### src/hw/rtl/assert_macros.svh
// assertion macros used by the laplacian stencil controller
`ifndef ASSERT_MACROS_SVH
`define ASSERT_MACROS_SVH

`ifndef SYNTHESIS

// implication or plain property checked on every rising clock edge out of reset
`define ASSERT_SYNC(label, clk, rstn, prop, msg) \
    label: assert property (@(posedge clk) disable iff (!(rstn)) (prop)) else $error(msg);

// condition that must never be seen on a rising clock edge out of reset
`define ASSERT_NEVER(label, clk, rstn, cond, msg) \
    label: assert property (@(posedge clk) disable iff (!(rstn)) !(cond)) else $error(msg);

`else

`define ASSERT_SYNC(label, clk, rstn, prop, msg)
`define ASSERT_NEVER(label, clk, rstn, cond, msg)

`endif

`endif

### src/hw/rtl/l3s_pkg.sv
// shared types and constants of the seven-point laplacian stencil
package l3s_pkg;

    // configuration register indexes
    localparam int CFG_IDX_W = 3;
    localparam logic [CFG_IDX_W-1:0] CFG_SIZE_X     = 3'd0;
    localparam logic [CFG_IDX_W-1:0] CFG_SIZE_Y     = 3'd1;
    localparam logic [CFG_IDX_W-1:0] CFG_SIZE_Z     = 3'd2;
    localparam logic [CFG_IDX_W-1:0] CFG_INV_X_SQ   = 3'd3;
    localparam logic [CFG_IDX_W-1:0] CFG_INV_Y_SQ   = 3'd4;
    localparam logic [CFG_IDX_W-1:0] CFG_INV_Z_SQ   = 3'd5;
    localparam int CFG_DATA_W = 32;

    localparam int SIZE_REG_W = 6;
    // holds any grid dimension in use; the size registers reach at most 63
    localparam int SIZE_W     = 9;
    localparam int COORD_W    = 5;
    localparam int SAMPLE_W   = 32;
    localparam int INV_W      = 32;
    localparam int DIFF_W     = 35;
    localparam int MUL_B_W    = 17;
    localparam int PROD_W     = DIFF_W + MUL_B_W;
    localparam int ACC_W      = 54;
    localparam int LAP_W      = 64;

    // action codes
    localparam logic ACT_STORE   = 1'b0;
    localparam logic ACT_COMPUTE = 1'b1;

    // status codes
    localparam logic STAT_OK    = 1'b0;
    localparam logic STAT_RANGE = 1'b1;

    typedef logic [1:0] axis_t;
    localparam axis_t AXIS_X = 2'd0;
    localparam axis_t AXIS_Y = 2'd1;
    localparam axis_t AXIS_Z = 2'd2;

    typedef enum logic [1:0] {
        RK_NONE,
        RK_CENTRE,
        RK_PLUS,
        RK_MINUS
    } rd_kind_t;

    typedef struct packed {
        logic     start;
        logic     write;
        logic     rd_en;
        rd_kind_t rd_kind;
        axis_t    axis;
        logic     load_out;
    } l3s_cmd_t;

    typedef struct packed {
        logic       err;
        logic       compute;
        logic [2:0] axis_en;
        logic       busy;
    } l3s_stat_t;

endpackage

### src/hw/rtl/l3s_ctrl.sv
// controller state machine: sequences store writes, stencil reads and result hand-off
`include "assert_macros.svh"

module l3s_ctrl (
    input  logic               aclk,
    input  logic               aresetn,
    input  logic               s_tvalid,
    output logic               s_tready,
    output logic               m_tvalid,
    input  logic               m_tready,
    input  l3s_pkg::l3s_stat_t stat,
    output l3s_pkg::l3s_cmd_t  cmd
);

    import l3s_pkg::*;

    typedef enum logic [2:0] {
        ST_IDLE,
        ST_DECODE,
        ST_RD_C,
        ST_RD_P,
        ST_RD_M,
        ST_DRAIN,
        ST_FINISH
    } state_t;

    state_t state_reg, state_next;
    axis_t  axis_reg, axis_next;
    logic   m_tvalid_reg, m_tvalid_next;

    axis_t first_axis;
    axis_t after_axis;
    logic  has_after;
    logic  slot_free;

    assign slot_free = !m_tvalid_reg || m_tready;

    always_comb begin
        if (stat.axis_en[AXIS_X]) begin
            first_axis = AXIS_X;
        end else if (stat.axis_en[AXIS_Y]) begin
            first_axis = AXIS_Y;
        end else begin
            first_axis = AXIS_Z;
        end
    end

    always_comb begin
        has_after  = 1'b0;
        after_axis = axis_reg;
        case (axis_reg)
            AXIS_X: begin
                if (stat.axis_en[AXIS_Y]) begin
                    has_after  = 1'b1;
                    after_axis = AXIS_Y;
                end else if (stat.axis_en[AXIS_Z]) begin
                    has_after  = 1'b1;
                    after_axis = AXIS_Z;
                end
            end
            AXIS_Y: begin
                if (stat.axis_en[AXIS_Z]) begin
                    has_after  = 1'b1;
                    after_axis = AXIS_Z;
                end
            end
            default: begin
                has_after = 1'b0;
            end
        endcase
    end

    always_comb begin
        state_next    = state_reg;
        axis_next     = axis_reg;
        m_tvalid_next = m_tvalid_reg;
        cmd           = '0;
        cmd.rd_kind   = RK_NONE;
        cmd.axis      = axis_reg;

        if (m_tvalid_reg && m_tready) begin
            m_tvalid_next = 1'b0;
        end

        case (state_reg)
            ST_IDLE: begin
                if (s_tvalid) begin
                    cmd.start  = 1'b1;
                    state_next = ST_DECODE;
                end
            end
            ST_DECODE: begin
                if (stat.err || !stat.compute) begin
                    cmd.write  = !stat.err;
                    state_next = ST_FINISH;
                end else if (stat.axis_en == 3'b000) begin
                    state_next = ST_FINISH;
                end else begin
                    axis_next  = first_axis;
                    state_next = ST_RD_C;
                end
            end
            ST_RD_C: begin
                cmd.rd_en   = 1'b1;
                cmd.rd_kind = RK_CENTRE;
                state_next  = ST_RD_P;
            end
            ST_RD_P: begin
                cmd.rd_en   = 1'b1;
                cmd.rd_kind = RK_PLUS;
                state_next  = ST_RD_M;
            end
            ST_RD_M: begin
                cmd.rd_en   = 1'b1;
                cmd.rd_kind = RK_MINUS;
                if (has_after) begin
                    axis_next  = after_axis;
                    state_next = ST_RD_P;
                end else begin
                    state_next = ST_DRAIN;
                end
            end
            ST_DRAIN: begin
                if (!stat.busy) begin
                    state_next = ST_FINISH;
                end
            end
            ST_FINISH: begin
                if (slot_free) begin
                    cmd.load_out  = 1'b1;
                    m_tvalid_next = 1'b1;
                    state_next    = ST_IDLE;
                end
            end
            default: begin
                state_next = ST_IDLE;
            end
        endcase
    end

    always_ff @(posedge aclk) begin
        if (!aresetn) begin
            state_reg    <= ST_IDLE;
            axis_reg     <= AXIS_X;
            m_tvalid_reg <= 1'b0;
        end else begin
            state_reg    <= state_next;
            axis_reg     <= axis_next;
            m_tvalid_reg <= m_tvalid_next;
        end
    end

    assign s_tready = (state_reg == ST_IDLE);
    assign m_tvalid = m_tvalid_reg;

    // a new result never overwrites one that is still waiting
    `ASSERT_SYNC(a_load_slot_free, aclk, aresetn, cmd.load_out |-> slot_free, "result overwritten")
    // single port: a write and a read never share a cycle
    `ASSERT_NEVER(a_no_wr_rd, aclk, aresetn, cmd.write && cmd.rd_en, "store write during read")
    // one word at a time
    `ASSERT_SYNC(a_one_word, aclk, aresetn, (s_tvalid && s_tready) |=> !s_tready, "accept while busy")
    // the result is loaded only once the multiply pipeline has drained
    `ASSERT_NEVER(a_finish_idle, aclk, aresetn, cmd.load_out && stat.busy, "result before drain")

endmodule

### config.mk
export PLATFORM = sky130hd
export DESIGN_NAME = l3s_ctrl
export DESIGN_NICKNAME = d
export VERILOG_FILES = /design/src/hw/rtl/l3s_pkg.sv /design/src/hw/rtl/l3s_ctrl.sv
export VERILOG_INCLUDE_DIRS = /design/src /design/src/hw/rtl
export SDC_FILE = /design/constraint.sdc
export NUM_CORES = 1
export LEC_CHECK = 0
export BUFFER_PORTS_ARGS = -buffer_cell sky130_fd_sc_hd__buf_2
export CORE_AREA = 8 8 45 47
export CTS_BUF_LIST = sky130_fd_sc_hd__clkbuf_16
export CTS_CLUSTER_DIAMETER = 120
export DETAILED_ROUTE_END_ITERATION = 6
export DIE_AREA = 0 0 53 55
export PLACE_DENSITY = 0.65
export SYNTH_ARGS = -nofsm -noshare
export SYNTH_HDL_FRONTEND = slang
export SYNTH_SLANG_ARGS = --single-unit
export TNS_END_PERCENT = 1
### constraint.sdc
create_clock -name aclk -period 4.4 [get_ports aclk]
set_clock_uncertainty 0.2 [all_clocks]
set_input_delay 0.88 -clock aclk [delete_from_list [all_inputs] [get_ports aclk]]
set_output_delay 0.88 -clock aclk [all_outputs]
set_load 0.01 [all_outputs]
==> impl_metrics.py <==
metrics = {
    "status": {
        "outcome": "finished, final reports clean",
    },
    "clock_tree": {
        "clk_pin_slew_ps": 30,
        "cts_max_level": 1,
        "numCtsBuffers": 3,
        "worstSkewPairLatency_ps": 230,
        "clkSinkCount": 6,
        "cts.repair.resized": 0,
        "ctsRootBufferMaster": "clkbuf_16",
        "post_cts_buffers": 0,
        "cts_tree": "built",
        "cts_buffer_depth": 2,
        "hold_buffers": 0,
    },
    "detailed_routing": {
        "vias": 507,
        "drtPass1Iterations": 4,
        "wirelength_mm": 1.28,
        "wl_per_cell_um": 13.2,
        "post_drt_via_cell_ratio": 5.23,
        "ant_nets": 0,
        "drc": 0,
        "initialDrtViolationCount": 17,
    },
    "final_layout": {
        "layout-drive-gt1-share_pct": 29.6,
        "synthToLayoutAreaGrowth_pct": 39.4,
        "antennaDiodeCount": 0,
        "fin_util_pct": 45.8,
        "largest_register_ff_count": 3,
        "nets": 93,
    },
    "die": {
        "core_area_um2": 1380,
        "ioPinCount": 20,
        "die_h_um": 55,
        "die_width_um": 53,
        "fp-row-count": 14,
        "die_area_um2": 2920,
        "start_util_pct": 32.8,
    },
    "setup_path": {
        "startpoint_type": "flop",
        "crit_path_end_kind": "output pin",
        "crit_arrival_ps": 1560,
        "worstSetupPathType": "flop to output pin",
        "worstPathRequired_ps": 3320,
        "r2r-start": "state_reg[2]",
        "rr_worst_depth": 4,
        "r2r_setup_slack_ps": 2460,
        "path_max_fanout": 17,
        "r2r-end": "axis_reg[1]",
    },
    "global_route": {
        "grt_pass1_vias": 457,
        "grt_pass1_wl_mm": 1.88,
        "track_usage_pct": 9.09,
        "antenna_found_initial": 0,
        "grt_overflow": 0,
        "grt_max_degree": 18,
    },
    "yosys": {
        "synth_nets": 72,
        "syn_area_per_cell_um2": 7.33,
        "yosysMostFrequentCell": "nor2_1",
        "yosys-top-cells-area": "dfxtp_1, nor2_1, nand2_1",
        "netlist.area_leader.share_pct": 26.4,
        "synth_cells": 62,
        "yosys-top-cells-count": "nor2_1, dfxtp_1, nand2_1",
        "ys_seq_area_share_pct": 26.4,
        "ys_ff_latch": 6,
        "synth_edf_count": 0,
        "async_flop_share_pct": 0,
        "ys_warn_count": 0,
        "yosys.area.top_type": "dfxtp_1",
        "netlist_area_um2": 454,
        "yosysUniqueCellTypes": 31,
        "ys.flop_type": "dfxtp_1",
    },
    "sta": {
        "max_freq_mhz": 379,
        "slew_headroom_pct": 66.9,
        "period_share_pct": 60.0,
        "tns_ps": 0,
        "rsz0062_at_grt": "false",
        "setup_viol": 0,
        "maxSlewViolCount": 0,
        "worst_pin_slew_ps": 496,
        "hold_viol": 0,
        "period_minus_slack_ps": 2640,
    },
    "hold_path": {
        "whs_endpoint": "axis_reg[0]",
        "hp-class": "flop to flop",
        "holdPathStages": 2,
        "hold_start": "axis_reg[0]",
    },
    "power": {
        "pwr_density_cell_nw_per_um2": 470,
        "ir_drop_mv": 0.186,
        "cellLeakagePower_nw": 0.285,
    },
    "placed_design": {
        "io_buffer_count": 19,
        "gp_congestion": 0.783,
        "hpwlAfterDp_um": 935,
    },
    "job": {
        "cap_violations": 0,
    },
}
==> layer usage <==
layer  vias up  part of all wire [%]  GRT usage [%]
li1        263                     -              -
met1       223                    47           9.92
met4         0                   3.6           10.8
met3         5                   6.9           3.48
met2        16                    42           12.3
met5         -                     0              0
==> critical path, stage by stage (launching register included) <==
cell     delay, ps
dfxtp_1        620
or3b_4         470
o21ai_0         80
buf_2          150
==> power by group <==
group / internal [mW] / total [mW] / switching [mW]
combinational: 0.0343 / 0.0696 / 0.0353
clock: 0.117 / 0.148 / 0.0315
sequential: 0.0612 / 0.0795 / 0.0183
==> kinds of logic (layout without fill, tap and decap cells) <==
family,count (synthesis),count (layout),share of synthesized area (%)
and+or+nand+nor,33,33,40.5
buffers and inverters,6,25,4.96
DFF,6,6,26.4
muxes,1,1,2.20
AOI/OAI and AO/OA,15,15,24.0
xor gates and xnor gates,1,1,1.93
==> stage by stage <==
| step | cells | setup slack, ps | cell area (um2) | hold WS, ps | power, mW |
|---|---|---|---|---|---|
| global placement | 94 | 1890 | 558 | 280 | 0.149 |
| detailed placement | 94 | 1870 | 558 | 289 | 0.150 |
| global route | 97 | 1700 | 633 | 323 | 0.310 |
| finish | 97 | 1760 | 633 | 288 | 0.297 |
| floorplan | 62 | 1970 | 454 | 306 | 0.123 |
| CTS | 97 | 1760 | 633 | 294 | 0.300 |
==> layout by cell type, fill, tap and decap left out, drive strengths merged <==
master / count
buf: 19
nor2: 8
nand2: 6
dfxtp: 6
inv: 3
o21ai: 3
nor3b: 3
clkbuf: 3
nor3: 2
or3: 2
and2: 2
nand3: 2
nor2b: 2
a21oi: 2
or3b: 2
xnor2: 1
nor4b: 1
nand2b: 1
o31a: 1
nand4b: 1
a21o: 1
mux2i: 1
a21bo: 1
a31oi: 1
o211ai: 1
nand3b: 1
o31ai: 1
a32oi: 1
a211oi: 1
o221a: 1
a311oi: 1
==> worst max path at each step <==
| stage | to | start | depth (start not counted) | slack (ps) |
|---|---|---|---|---|
| after floorplan | cmd[6] | stat[5] | 1 | 1970 |
| final | cmd[5] | state_reg[2] | 3 | 1760 |
| after CTS | cmd[5] | state_reg[2] | 3 | 1760 |
| after global routing | cmd[5] | state_reg[2] | 3 | 1700 |
| after global placement | cmd[0] | m_tready | 4 | 1890 |
| after detailed placement | cmd[0] | m_tready | 4 | 1870 |
==> area by class of cell <==
| type | count | area [um2] |
|---|---|---|
| Fill cell | 145 | 751 |
| Multi-Input combinational cell | 50 | 312 |
| Sequential cell | 6 | 120 |
| Timing Repair Buffer | 19 | 95.1 |
| Clock buffer | 3 | 75.1 |
| Tap cell | 16 | 20.0 |
| Inverter | 3 | 11.3 |
Power figures use the tool's default switching activity.
