File: config.mk
export PLATFORM = sky130hd
export DESIGN_NAME = l3s_dp
export DESIGN_NICKNAME = d
export VERILOG_FILES = /design/src/hw/rtl/assert_macros.svh /design/src/hw/rtl/l3s_pkg.sv /design/src/hw/rtl/l3s_dp.sv
export SDC_FILE = /design/constraint.sdc
export NUM_CORES = 2
export LEC_CHECK = 0
export BUFFER_PORTS_ARGS = -buffer_cell sky130_fd_sc_hd__buf_4
export CORE_ASPECT_RATIO = 0.5
export CORE_MARGIN = 2
export CORE_UTILIZATION = 57
export DETAILED_ROUTE_END_ITERATION = 12
export GPL_ROUTABILITY_DRIVEN = 0
export PLACE_DENSITY_LB_ADDON = 0.2
export SLEW_MARGIN = 5
export SYNTH_ARGS = -nofsm -noshare
export SYNTH_HDL_FRONTEND = slang
export SYNTH_SLANG_ARGS = --single-unit
File: constraint.sdc
create_clock -name aclk -period 7.27 [get_ports aclk]
set_input_delay 0.3635 -clock aclk [delete_from_list [all_inputs] [get_ports aclk]]
set_output_delay 0.3635 -clock aclk [all_outputs]
set_load 0.05 [all_outputs]
File: src/hw/rtl/assert_macros.svh
// assertion macros used by the laplacian stencil controller
`ifndef ASSERT_MACROS_SVH
`define ASSERT_MACROS_SVH

`ifndef SYNTHESIS

// implication or plain property checked on every rising clock edge out of reset
`define ASSERT_SYNC(label, clk, rstn, prop, msg) \
    label: assert property (@(posedge clk) disable iff (!(rstn)) (prop)) else $error(msg);

// condition that must never be seen on a rising clock edge out of reset
`define ASSERT_NEVER(label, clk, rstn, cond, msg) \
    label: assert property (@(posedge clk) disable iff (!(rstn)) !(cond)) else $error(msg);

`else

`define ASSERT_SYNC(label, clk, rstn, prop, msg)
`define ASSERT_NEVER(label, clk, rstn, cond, msg)

`endif

`endif

File: src/hw/rtl/l3s_pkg.sv
// shared types and constants of the seven-point laplacian stencil
package l3s_pkg;

    // configuration register indexes
    localparam int CFG_IDX_W = 3;
    localparam logic [CFG_IDX_W-1:0] CFG_SIZE_X     = 3'd0;
    localparam logic [CFG_IDX_W-1:0] CFG_SIZE_Y     = 3'd1;
    localparam logic [CFG_IDX_W-1:0] CFG_SIZE_Z     = 3'd2;
    localparam logic [CFG_IDX_W-1:0] CFG_INV_X_SQ   = 3'd3;
    localparam logic [CFG_IDX_W-1:0] CFG_INV_Y_SQ   = 3'd4;
    localparam logic [CFG_IDX_W-1:0] CFG_INV_Z_SQ   = 3'd5;
    localparam int CFG_DATA_W = 32;

    localparam int SIZE_REG_W = 6;
    // holds any grid dimension in use; the size registers reach at most 63
    localparam int SIZE_W     = 9;
    localparam int COORD_W    = 5;
    localparam int SAMPLE_W   = 32;
    localparam int INV_W      = 32;
    localparam int DIFF_W     = 35;
    localparam int MUL_B_W    = 17;
    localparam int PROD_W     = DIFF_W + MUL_B_W;
    localparam int ACC_W      = 54;
    localparam int LAP_W      = 64;

    // action codes
    localparam logic ACT_STORE   = 1'b0;
    localparam logic ACT_COMPUTE = 1'b1;

    // status codes
    localparam logic STAT_OK    = 1'b0;
    localparam logic STAT_RANGE = 1'b1;

    typedef logic [1:0] axis_t;
    localparam axis_t AXIS_X = 2'd0;
    localparam axis_t AXIS_Y = 2'd1;
    localparam axis_t AXIS_Z = 2'd2;

    typedef enum logic [1:0] {
        RK_NONE,
        RK_CENTRE,
        RK_PLUS,
        RK_MINUS
    } rd_kind_t;

    typedef struct packed {
        logic     start;
        logic     write;
        logic     rd_en;
        rd_kind_t rd_kind;
        axis_t    axis;
        logic     load_out;
    } l3s_cmd_t;

    typedef struct packed {
        logic       err;
        logic       compute;
        logic [2:0] axis_en;
        logic       busy;
    } l3s_stat_t;

endpackage

File: src/hw/rtl/l3s_dp.sv
// datapath: config registers, item latch, address generation, difference and scaling
module l3s_dp #(
    parameter int MAX_X = 32,
    parameter int MAX_Y = 32,
    parameter int MAX_Z = 32
) (
    input  logic                                   aclk,
    input  logic                                   aresetn,
    input  logic                                   cfg_wr_en,
    input  logic [l3s_pkg::CFG_IDX_W-1:0]          cfg_index,
    input  logic [l3s_pkg::CFG_DATA_W-1:0]         cfg_wr_data,
    input  logic                                   in_action,
    input  logic [l3s_pkg::COORD_W-1:0]            in_pos_x,
    input  logic [l3s_pkg::COORD_W-1:0]            in_pos_y,
    input  logic [l3s_pkg::COORD_W-1:0]            in_pos_z,
    input  logic [l3s_pkg::SAMPLE_W-1:0]           in_sample,
    input  l3s_pkg::l3s_cmd_t                      cmd,
    output l3s_pkg::l3s_stat_t                     stat,
    output logic                                   ram_en,
    output logic                                   ram_we,
    output logic [$clog2(MAX_X*MAX_Y*MAX_Z)-1:0]   ram_addr,
    output logic [l3s_pkg::SAMPLE_W-1:0]           ram_wdata,
    input  logic [l3s_pkg::SAMPLE_W-1:0]           ram_rdata,
    output logic [l3s_pkg::LAP_W-1:0]              lap_value,
    output logic                                   status
);

    import l3s_pkg::*;

    localparam int AW    = $clog2(MAX_X*MAX_Y*MAX_Z);
    localparam int PLANE = MAX_X * MAX_Y;

    logic [SIZE_REG_W-1:0] size_x_reg, size_y_reg, size_z_reg;
    logic [INV_W-1:0]      inv_x_reg, inv_y_reg, inv_z_reg;

    logic                  action_reg;
    logic [COORD_W-1:0]    x_reg, y_reg, z_reg;
    logic [SAMPLE_W-1:0]   sample_reg;

    rd_kind_t              rd_kind_reg;
    axis_t                 rd_axis_reg;
    logic signed [SAMPLE_W-1:0] c_reg, nb_reg;
    logic signed [DIFF_W-1:0]   d_reg;
    axis_t                 d_axis_reg;
    logic                  ph1_reg, ph2_reg, ph3_reg;
    logic signed [PROD_W-1:0]   prod_reg;
    logic signed [ACC_W-1:0]    acc_reg;
    logic [LAP_W-1:0]      lap_reg;
    logic                  status_reg;

    logic [SIZE_W-1:0]     n_x, n_y, n_z;
    logic [COORD_W-1:0]    xp, xm, yp, ym, zp, zm;
    logic [COORD_W-1:0]    ax, ay, az;
    logic                  err;
    logic [INV_W-1:0]      inv_sel;
    logic signed [MUL_B_W-1:0]  mul_b;
    logic signed [DIFF_W-1:0]   d_new;

    // configuration
    always_ff @(posedge aclk) begin
        if (!aresetn) begin
            size_x_reg <= SIZE_REG_W'(32);
            size_y_reg <= SIZE_REG_W'(32);
            size_z_reg <= SIZE_REG_W'(32);
            inv_x_reg  <= INV_W'(65536);
            inv_y_reg  <= INV_W'(65536);
            inv_z_reg  <= INV_W'(65536);
        end else if (cfg_wr_en) begin
            case (cfg_index)
                CFG_SIZE_X:   size_x_reg <= cfg_wr_data[SIZE_REG_W-1:0];
                CFG_SIZE_Y:   size_y_reg <= cfg_wr_data[SIZE_REG_W-1:0];
                CFG_SIZE_Z:   size_z_reg <= cfg_wr_data[SIZE_REG_W-1:0];
                CFG_INV_X_SQ: inv_x_reg  <= cfg_wr_data[INV_W-1:0];
                CFG_INV_Y_SQ: inv_y_reg  <= cfg_wr_data[INV_W-1:0];
                CFG_INV_Z_SQ: inv_z_reg  <= cfg_wr_data[INV_W-1:0];
                default: begin
                end
            endcase
        end
    end

    // sizes in use are limited to the store dimensions
    assign n_x = (SIZE_W'(size_x_reg) > SIZE_W'(MAX_X)) ? SIZE_W'(MAX_X) : SIZE_W'(size_x_reg);
    assign n_y = (SIZE_W'(size_y_reg) > SIZE_W'(MAX_Y)) ? SIZE_W'(MAX_Y) : SIZE_W'(size_y_reg);
    assign n_z = (SIZE_W'(size_z_reg) > SIZE_W'(MAX_Z)) ? SIZE_W'(MAX_Z) : SIZE_W'(size_z_reg);

    assign err = (SIZE_W'(x_reg) >= n_x) || (SIZE_W'(y_reg) >= n_y) || (SIZE_W'(z_reg) >= n_z);

    assign stat.err        = err;
    assign stat.compute    = (action_reg == ACT_COMPUTE);
    assign stat.axis_en[0] = (n_x > SIZE_W'(1));
    assign stat.axis_en[1] = (n_y > SIZE_W'(1));
    assign stat.axis_en[2] = (n_z > SIZE_W'(1));
    assign stat.busy       = (rd_kind_reg != RK_NONE) || ph1_reg || ph2_reg || ph3_reg;

    // clamped neighbours
    assign xp = (SIZE_W'(x_reg) + SIZE_W'(1) >= n_x) ? x_reg : x_reg + COORD_W'(1);
    assign yp = (SIZE_W'(y_reg) + SIZE_W'(1) >= n_y) ? y_reg : y_reg + COORD_W'(1);
    assign zp = (SIZE_W'(z_reg) + SIZE_W'(1) >= n_z) ? z_reg : z_reg + COORD_W'(1);
    assign xm = (x_reg == '0) ? x_reg : x_reg - COORD_W'(1);
    assign ym = (y_reg == '0) ? y_reg : y_reg - COORD_W'(1);
    assign zm = (z_reg == '0) ? z_reg : z_reg - COORD_W'(1);

    always_comb begin
        ax = x_reg;
        ay = y_reg;
        az = z_reg;
        if (cmd.rd_kind == RK_PLUS || cmd.rd_kind == RK_MINUS) begin
            case (cmd.axis)
                AXIS_X:  ax = (cmd.rd_kind == RK_PLUS) ? xp : xm;
                AXIS_Y:  ay = (cmd.rd_kind == RK_PLUS) ? yp : ym;
                AXIS_Z:  az = (cmd.rd_kind == RK_PLUS) ? zp : zm;
                default: ax = x_reg;
            endcase
        end
    end

    // raster order, x fastest
    assign ram_addr  = AW'(32'(az) * PLANE + 32'(ay) * MAX_X + 32'(ax));
    assign ram_en    = cmd.write || cmd.rd_en;
    assign ram_we    = cmd.write;
    assign ram_wdata = sample_reg;

    assign d_new = DIFF_W'(nb_reg) + DIFF_W'($signed(ram_rdata)) - (DIFF_W'(c_reg) <<< 1);

    always_comb begin
        case (d_axis_reg)
            AXIS_X:  inv_sel = inv_x_reg;
            AXIS_Y:  inv_sel = inv_y_reg;
            AXIS_Z:  inv_sel = inv_z_reg;
            default: inv_sel = inv_x_reg;
        endcase
    end

    // low half of the reciprocal first, then the high half
    assign mul_b = ph1_reg ? $signed({1'b0, inv_sel[15:0]}) : $signed({1'b0, inv_sel[31:16]});

    always_ff @(posedge aclk) begin
        if (!aresetn) begin
            rd_kind_reg <= RK_NONE;
            ph1_reg     <= 1'b0;
            ph2_reg     <= 1'b0;
            ph3_reg     <= 1'b0;
        end else begin
            rd_kind_reg <= cmd.rd_en ? cmd.rd_kind : RK_NONE;
            ph1_reg     <= (rd_kind_reg == RK_MINUS);
            ph2_reg     <= ph1_reg;
            ph3_reg     <= ph2_reg;
        end
    end

    always_ff @(posedge aclk) begin
        if (cmd.start) begin
            action_reg <= in_action;
            x_reg      <= in_pos_x;
            y_reg      <= in_pos_y;
            z_reg      <= in_pos_z;
            sample_reg <= in_sample;
        end
        rd_axis_reg <= cmd.axis;
        case (rd_kind_reg)
            RK_CENTRE: c_reg  <= $signed(ram_rdata);
            RK_PLUS:   nb_reg <= $signed(ram_rdata);
            RK_MINUS: begin
                d_reg      <= d_new;
                d_axis_reg <= rd_axis_reg;
            end
            default: begin
            end
        endcase
        if (ph1_reg || ph2_reg) begin
            prod_reg <= d_reg * mul_b;
        end
        // floor of the low partial product, then the high partial product whole
        if (cmd.start) begin
            acc_reg <= '0;
        end else if (ph2_reg) begin
            acc_reg <= acc_reg + ACC_W'(prod_reg >>> 16);
        end else if (ph3_reg) begin
            acc_reg <= acc_reg + ACC_W'(prod_reg);
        end
        if (cmd.load_out) begin
            lap_reg    <= LAP_W'(acc_reg);
            status_reg <= err ? STAT_RANGE : STAT_OK;
        end
    end

    assign lap_value = lap_reg;
    assign status    = status_reg;

endmodule

==> metrics.txt <==
Synth Net Count 5288; r2r setup slk -0.33 ns; max-slew violation count 0; VDD IR-drop max 0.187 mV; Synth async-reset ratio 0; setup ws final -0.328 ns; area share of fa/ha/maj cells after synthesis 0.340; total wire length 110 mm; post-synthesis simple-gate area fraction 0.140; clk_lat worst skew 0.63 ns; syn_area_per_cell 9.55 µm²; Reg-to-Reg Start d_axis_reg[1]; Bufs on Longest Clock Path 3; # DRC 0; flops & latches, synth 429; chip height 195 µm; Wirelength per Cell 19.0 µm; Vias 32100; Area growth syn-to-layout 18.1%; Int Pwr 4.66 mW; Max Cap Viol 0; clk_skew 0.0471 ns; crit path max fanout 12; WP data required 7.62 ns; Switching Fraction 0.304; Synth Area in XOR/XNOR 0.0282; min-delay worst type input port to flip-flop; Crit path arrival time 7.94 ns; share of power burned in registers 0.407; Pwr Density 136 mW/mm²; critical path startpoint d_axis_reg[1]; Pre-antenna DRT Iters 6; Cell variety after synth 87; violated checks negative setup slack; register area share after synthesis 0.267; combinational power share 0.246; Main synth FF type edfxtp_1; mux contribution to synthesized area 0.0210; fin crit period 7.60 ns; EDFF count, synth 254; Synth area leaders fa_1 26%, edfxtp_1 18%, dfxtp_1 8.4%; vias in the first global route 33300; Max Freq 132 MHz; vias per cell 5.56; clock buffer count from CTS 42; # port buffers 245; Setup crit end prod_reg[49]; kind of critical path flip-flop to flip-flop; reg2reg path depth 26; Rel. slew slack 0.276; H-tree Lvls 2; Pleak 22.7 nW; largest family of logic cells by synthesized area adder cells; synthesized area 0.0416 mm²; post-synth top area cell fa_1; Starting DRT DRC Count 2705; row count 69; RSZ-0062 raised after global routing yes; Total Routing Usage GR 0.295; Core Box Area 0.0717 mm²; die width 386 µm; FF-to-FF End prod_reg[49]; outcome finished, violations left; Worst setup EP type flip-flop; setup TNS -2.25 ns; remaining global-route overflow 0; Setup WS pre-CTS -0.382 ns; layout cells sized above 1 0.160; CTS tree done; initial core utilization 0.581; Clock power frac 0.347; detailed-placement wirelength estimate 82.6 mm; YS warnings 0; NetSw 2.04 mW; clock-pin slew of the registers on the worst-case setup and hold paths 0.07 ns; die area 0.0753 mm²; Root Buffer clkbuf_16; # clock sinks 429; initial antenna violation count 4; Setup violations, final 13; critical path launch point type flip-flop; first-pass GRT wire length 176 mm; io pins 246; post-synthesis compound-gate area fraction 0.112; Synth top area share 0.265; Slew @ Worst Pin 1.09 ns; largest net degree at the start of global routing 120; Mapped Cells 4361; DRT antenna net count 0; Final Cycle Share 1.05; final hold vios 0; nets 5710
==> cell families after synthesis <==
logic type,Yosys count
adder cells (fa/ha/maj),801
multiplexers,63
AO/OA/AOI/OAI,689
XOR/XNOR,134
AND/OR/NAND/NOR,1242
flip-flops,429
buffers and inverters,1003
==> power groups by stage <==
stage                     Combinational (mW)  Clock [mW]  Sequential [mW]
final                                   1.65        2.33             2.73
after global routing                    1.82        2.45             2.73
after CTS                               1.60        2.37             2.73
after detailed placement                1.51           0             2.78
after global placement                  1.47           0             2.78
after floorplan                        0.900           0             2.85
==> worst max-delay path: stages (launching register included) <==
cell,delay (ns)
edfxtp_1,0.41
buf_6,0.14
ha_4,0.22
a22o_4,0.26
mux4_2,0.63
and2_4,0.23
fa_1,0.48
inv_1,0.05
fa_1,0.47
fa_1,0.51
inv_2,0.05
fa_1,0.46
fa_1,0.52
inv_2,0.05
fa_1,0.57
inv_2,0.05
ha_4,0.28
and4_4,0.23
and4_4,0.23
buf_6,0.10
nand2_1,0.05
o21ba_4,0.20
o31a_1,0.30
o21a_4,0.23
o41ai_4,0.27
a311oi_2,0.16
xnor2_1,0.14
==> cells in the mapped netlist, types with 20 or more instances <==
master and count:
mux2_2 33, a22o_1 33, nand2b_1 23, a21o_1 74, nor2b_1 34, clkbuf_1 167, a21boi_0 105, dfxtp_1 175
a211oi_1 27, and3_1 25, nor2_1 84, xor2_1 44, o21ai_0 116, fa_1 550, and2_1 224, nand3_1 54
nand4_1 22, xnor2_1 90, o21bai_1 20, nand2_1 688, o21a_1 23, ha_1 251, edfxtp_1 254, nor3_1 32
a21oi_1 170, inv_1 800
==> placed cells by master, fill, tap and decap left out, types with 33 or more instances in the layout <==
master | Yosys | layout
dfxtp_1 | 175 | 174
edfxtp_1 | 254 | 254
o21ai_0 | 116 | 99
a21o_1 | 74 | 74
xnor2_1 | 90 | 86
nor2_1 | 84 | 81
xor2_1 | 44 | 43
mux2_2 | 33 | 33
inv_1 | 800 | 790
fa_1 | 550 | 537
a21boi_0 | 105 | 103
ha_1 | 251 | 224
nand2_1 | 688 | 685
clkbuf_16 | 0 | 43
and2_1 | 224 | 215
buf_4 | 17 | 450
nand3_1 | 54 | 53
a21oi_1 | 170 | 147
dlygate4sd3_1 | 0 | 94
==> final cells by class <==
class / count / area [µm²]
Antenna cell: 3 / 7.51
Timing Repair Buffer: 578 / 4880
Multi-Input combinational cell: 2932 / 27500
Tap cell: 958 / 1200
Sequential cell: 429 / 11100
Fill cell: 5399 / 22500
Inverter: 800 / 3000
Clock inverter: 26 / 322
Clock buffer: 51 / 1140
==> layer usage <==
layer	vias to the layer above	routed length, µm	track usage
met5	-	0	0
met4	0	2590	0.0698
met3	180	10200	0.0652
met2	1346	49700	0.467
met1	15800	47300	0.416
li1	14800	-	-
==> metrics by stage <==
stage	utilization	hold WS [ns]	std cells	power (mW)	cell area [µm²]
after floorplan	-	0.386	4361	3.75	41800
after global placement	0.638	0.424	5572	4.25	45700
after detailed placement	0.638	0.435	5572	4.29	45700
after CTS	0.682	0.000248	5772	6.70	48900
after global routing	0.686	0.0138	5777	7.00	49200
final	0.686	0.0232	5777	6.71	49200
==> how the worst min path moves through the flow <==
stage                     slack [ns]             from  cells past startpoint       endpoint
after floorplan                 0.39   rd_axis_reg[0]                      0  d_axis_reg[0]
after global placement          0.42   rd_axis_reg[1]                      0  d_axis_reg[1]
after detailed placement        0.43      acc_reg[53]                      0  lap_value[53]
after CTS                     0.0002  cfg_wr_data[29]                      3  inv_y_reg[29]
after global routing            0.01  cfg_wr_data[19]                      3  inv_z_reg[19]
final                           0.02  cfg_wr_data[29]                      3  inv_y_reg[29]
==> repair_timing <==
action	CTS	global route
setup buffers	25	2
pin swaps	21	9
hold buffers	94	0
cloned	4	0
gates resized for setup	100	63
setup endpoints to repair	22	30
endpoints found under the hold margin	136	0
Power figures use the tool's default switching activity.
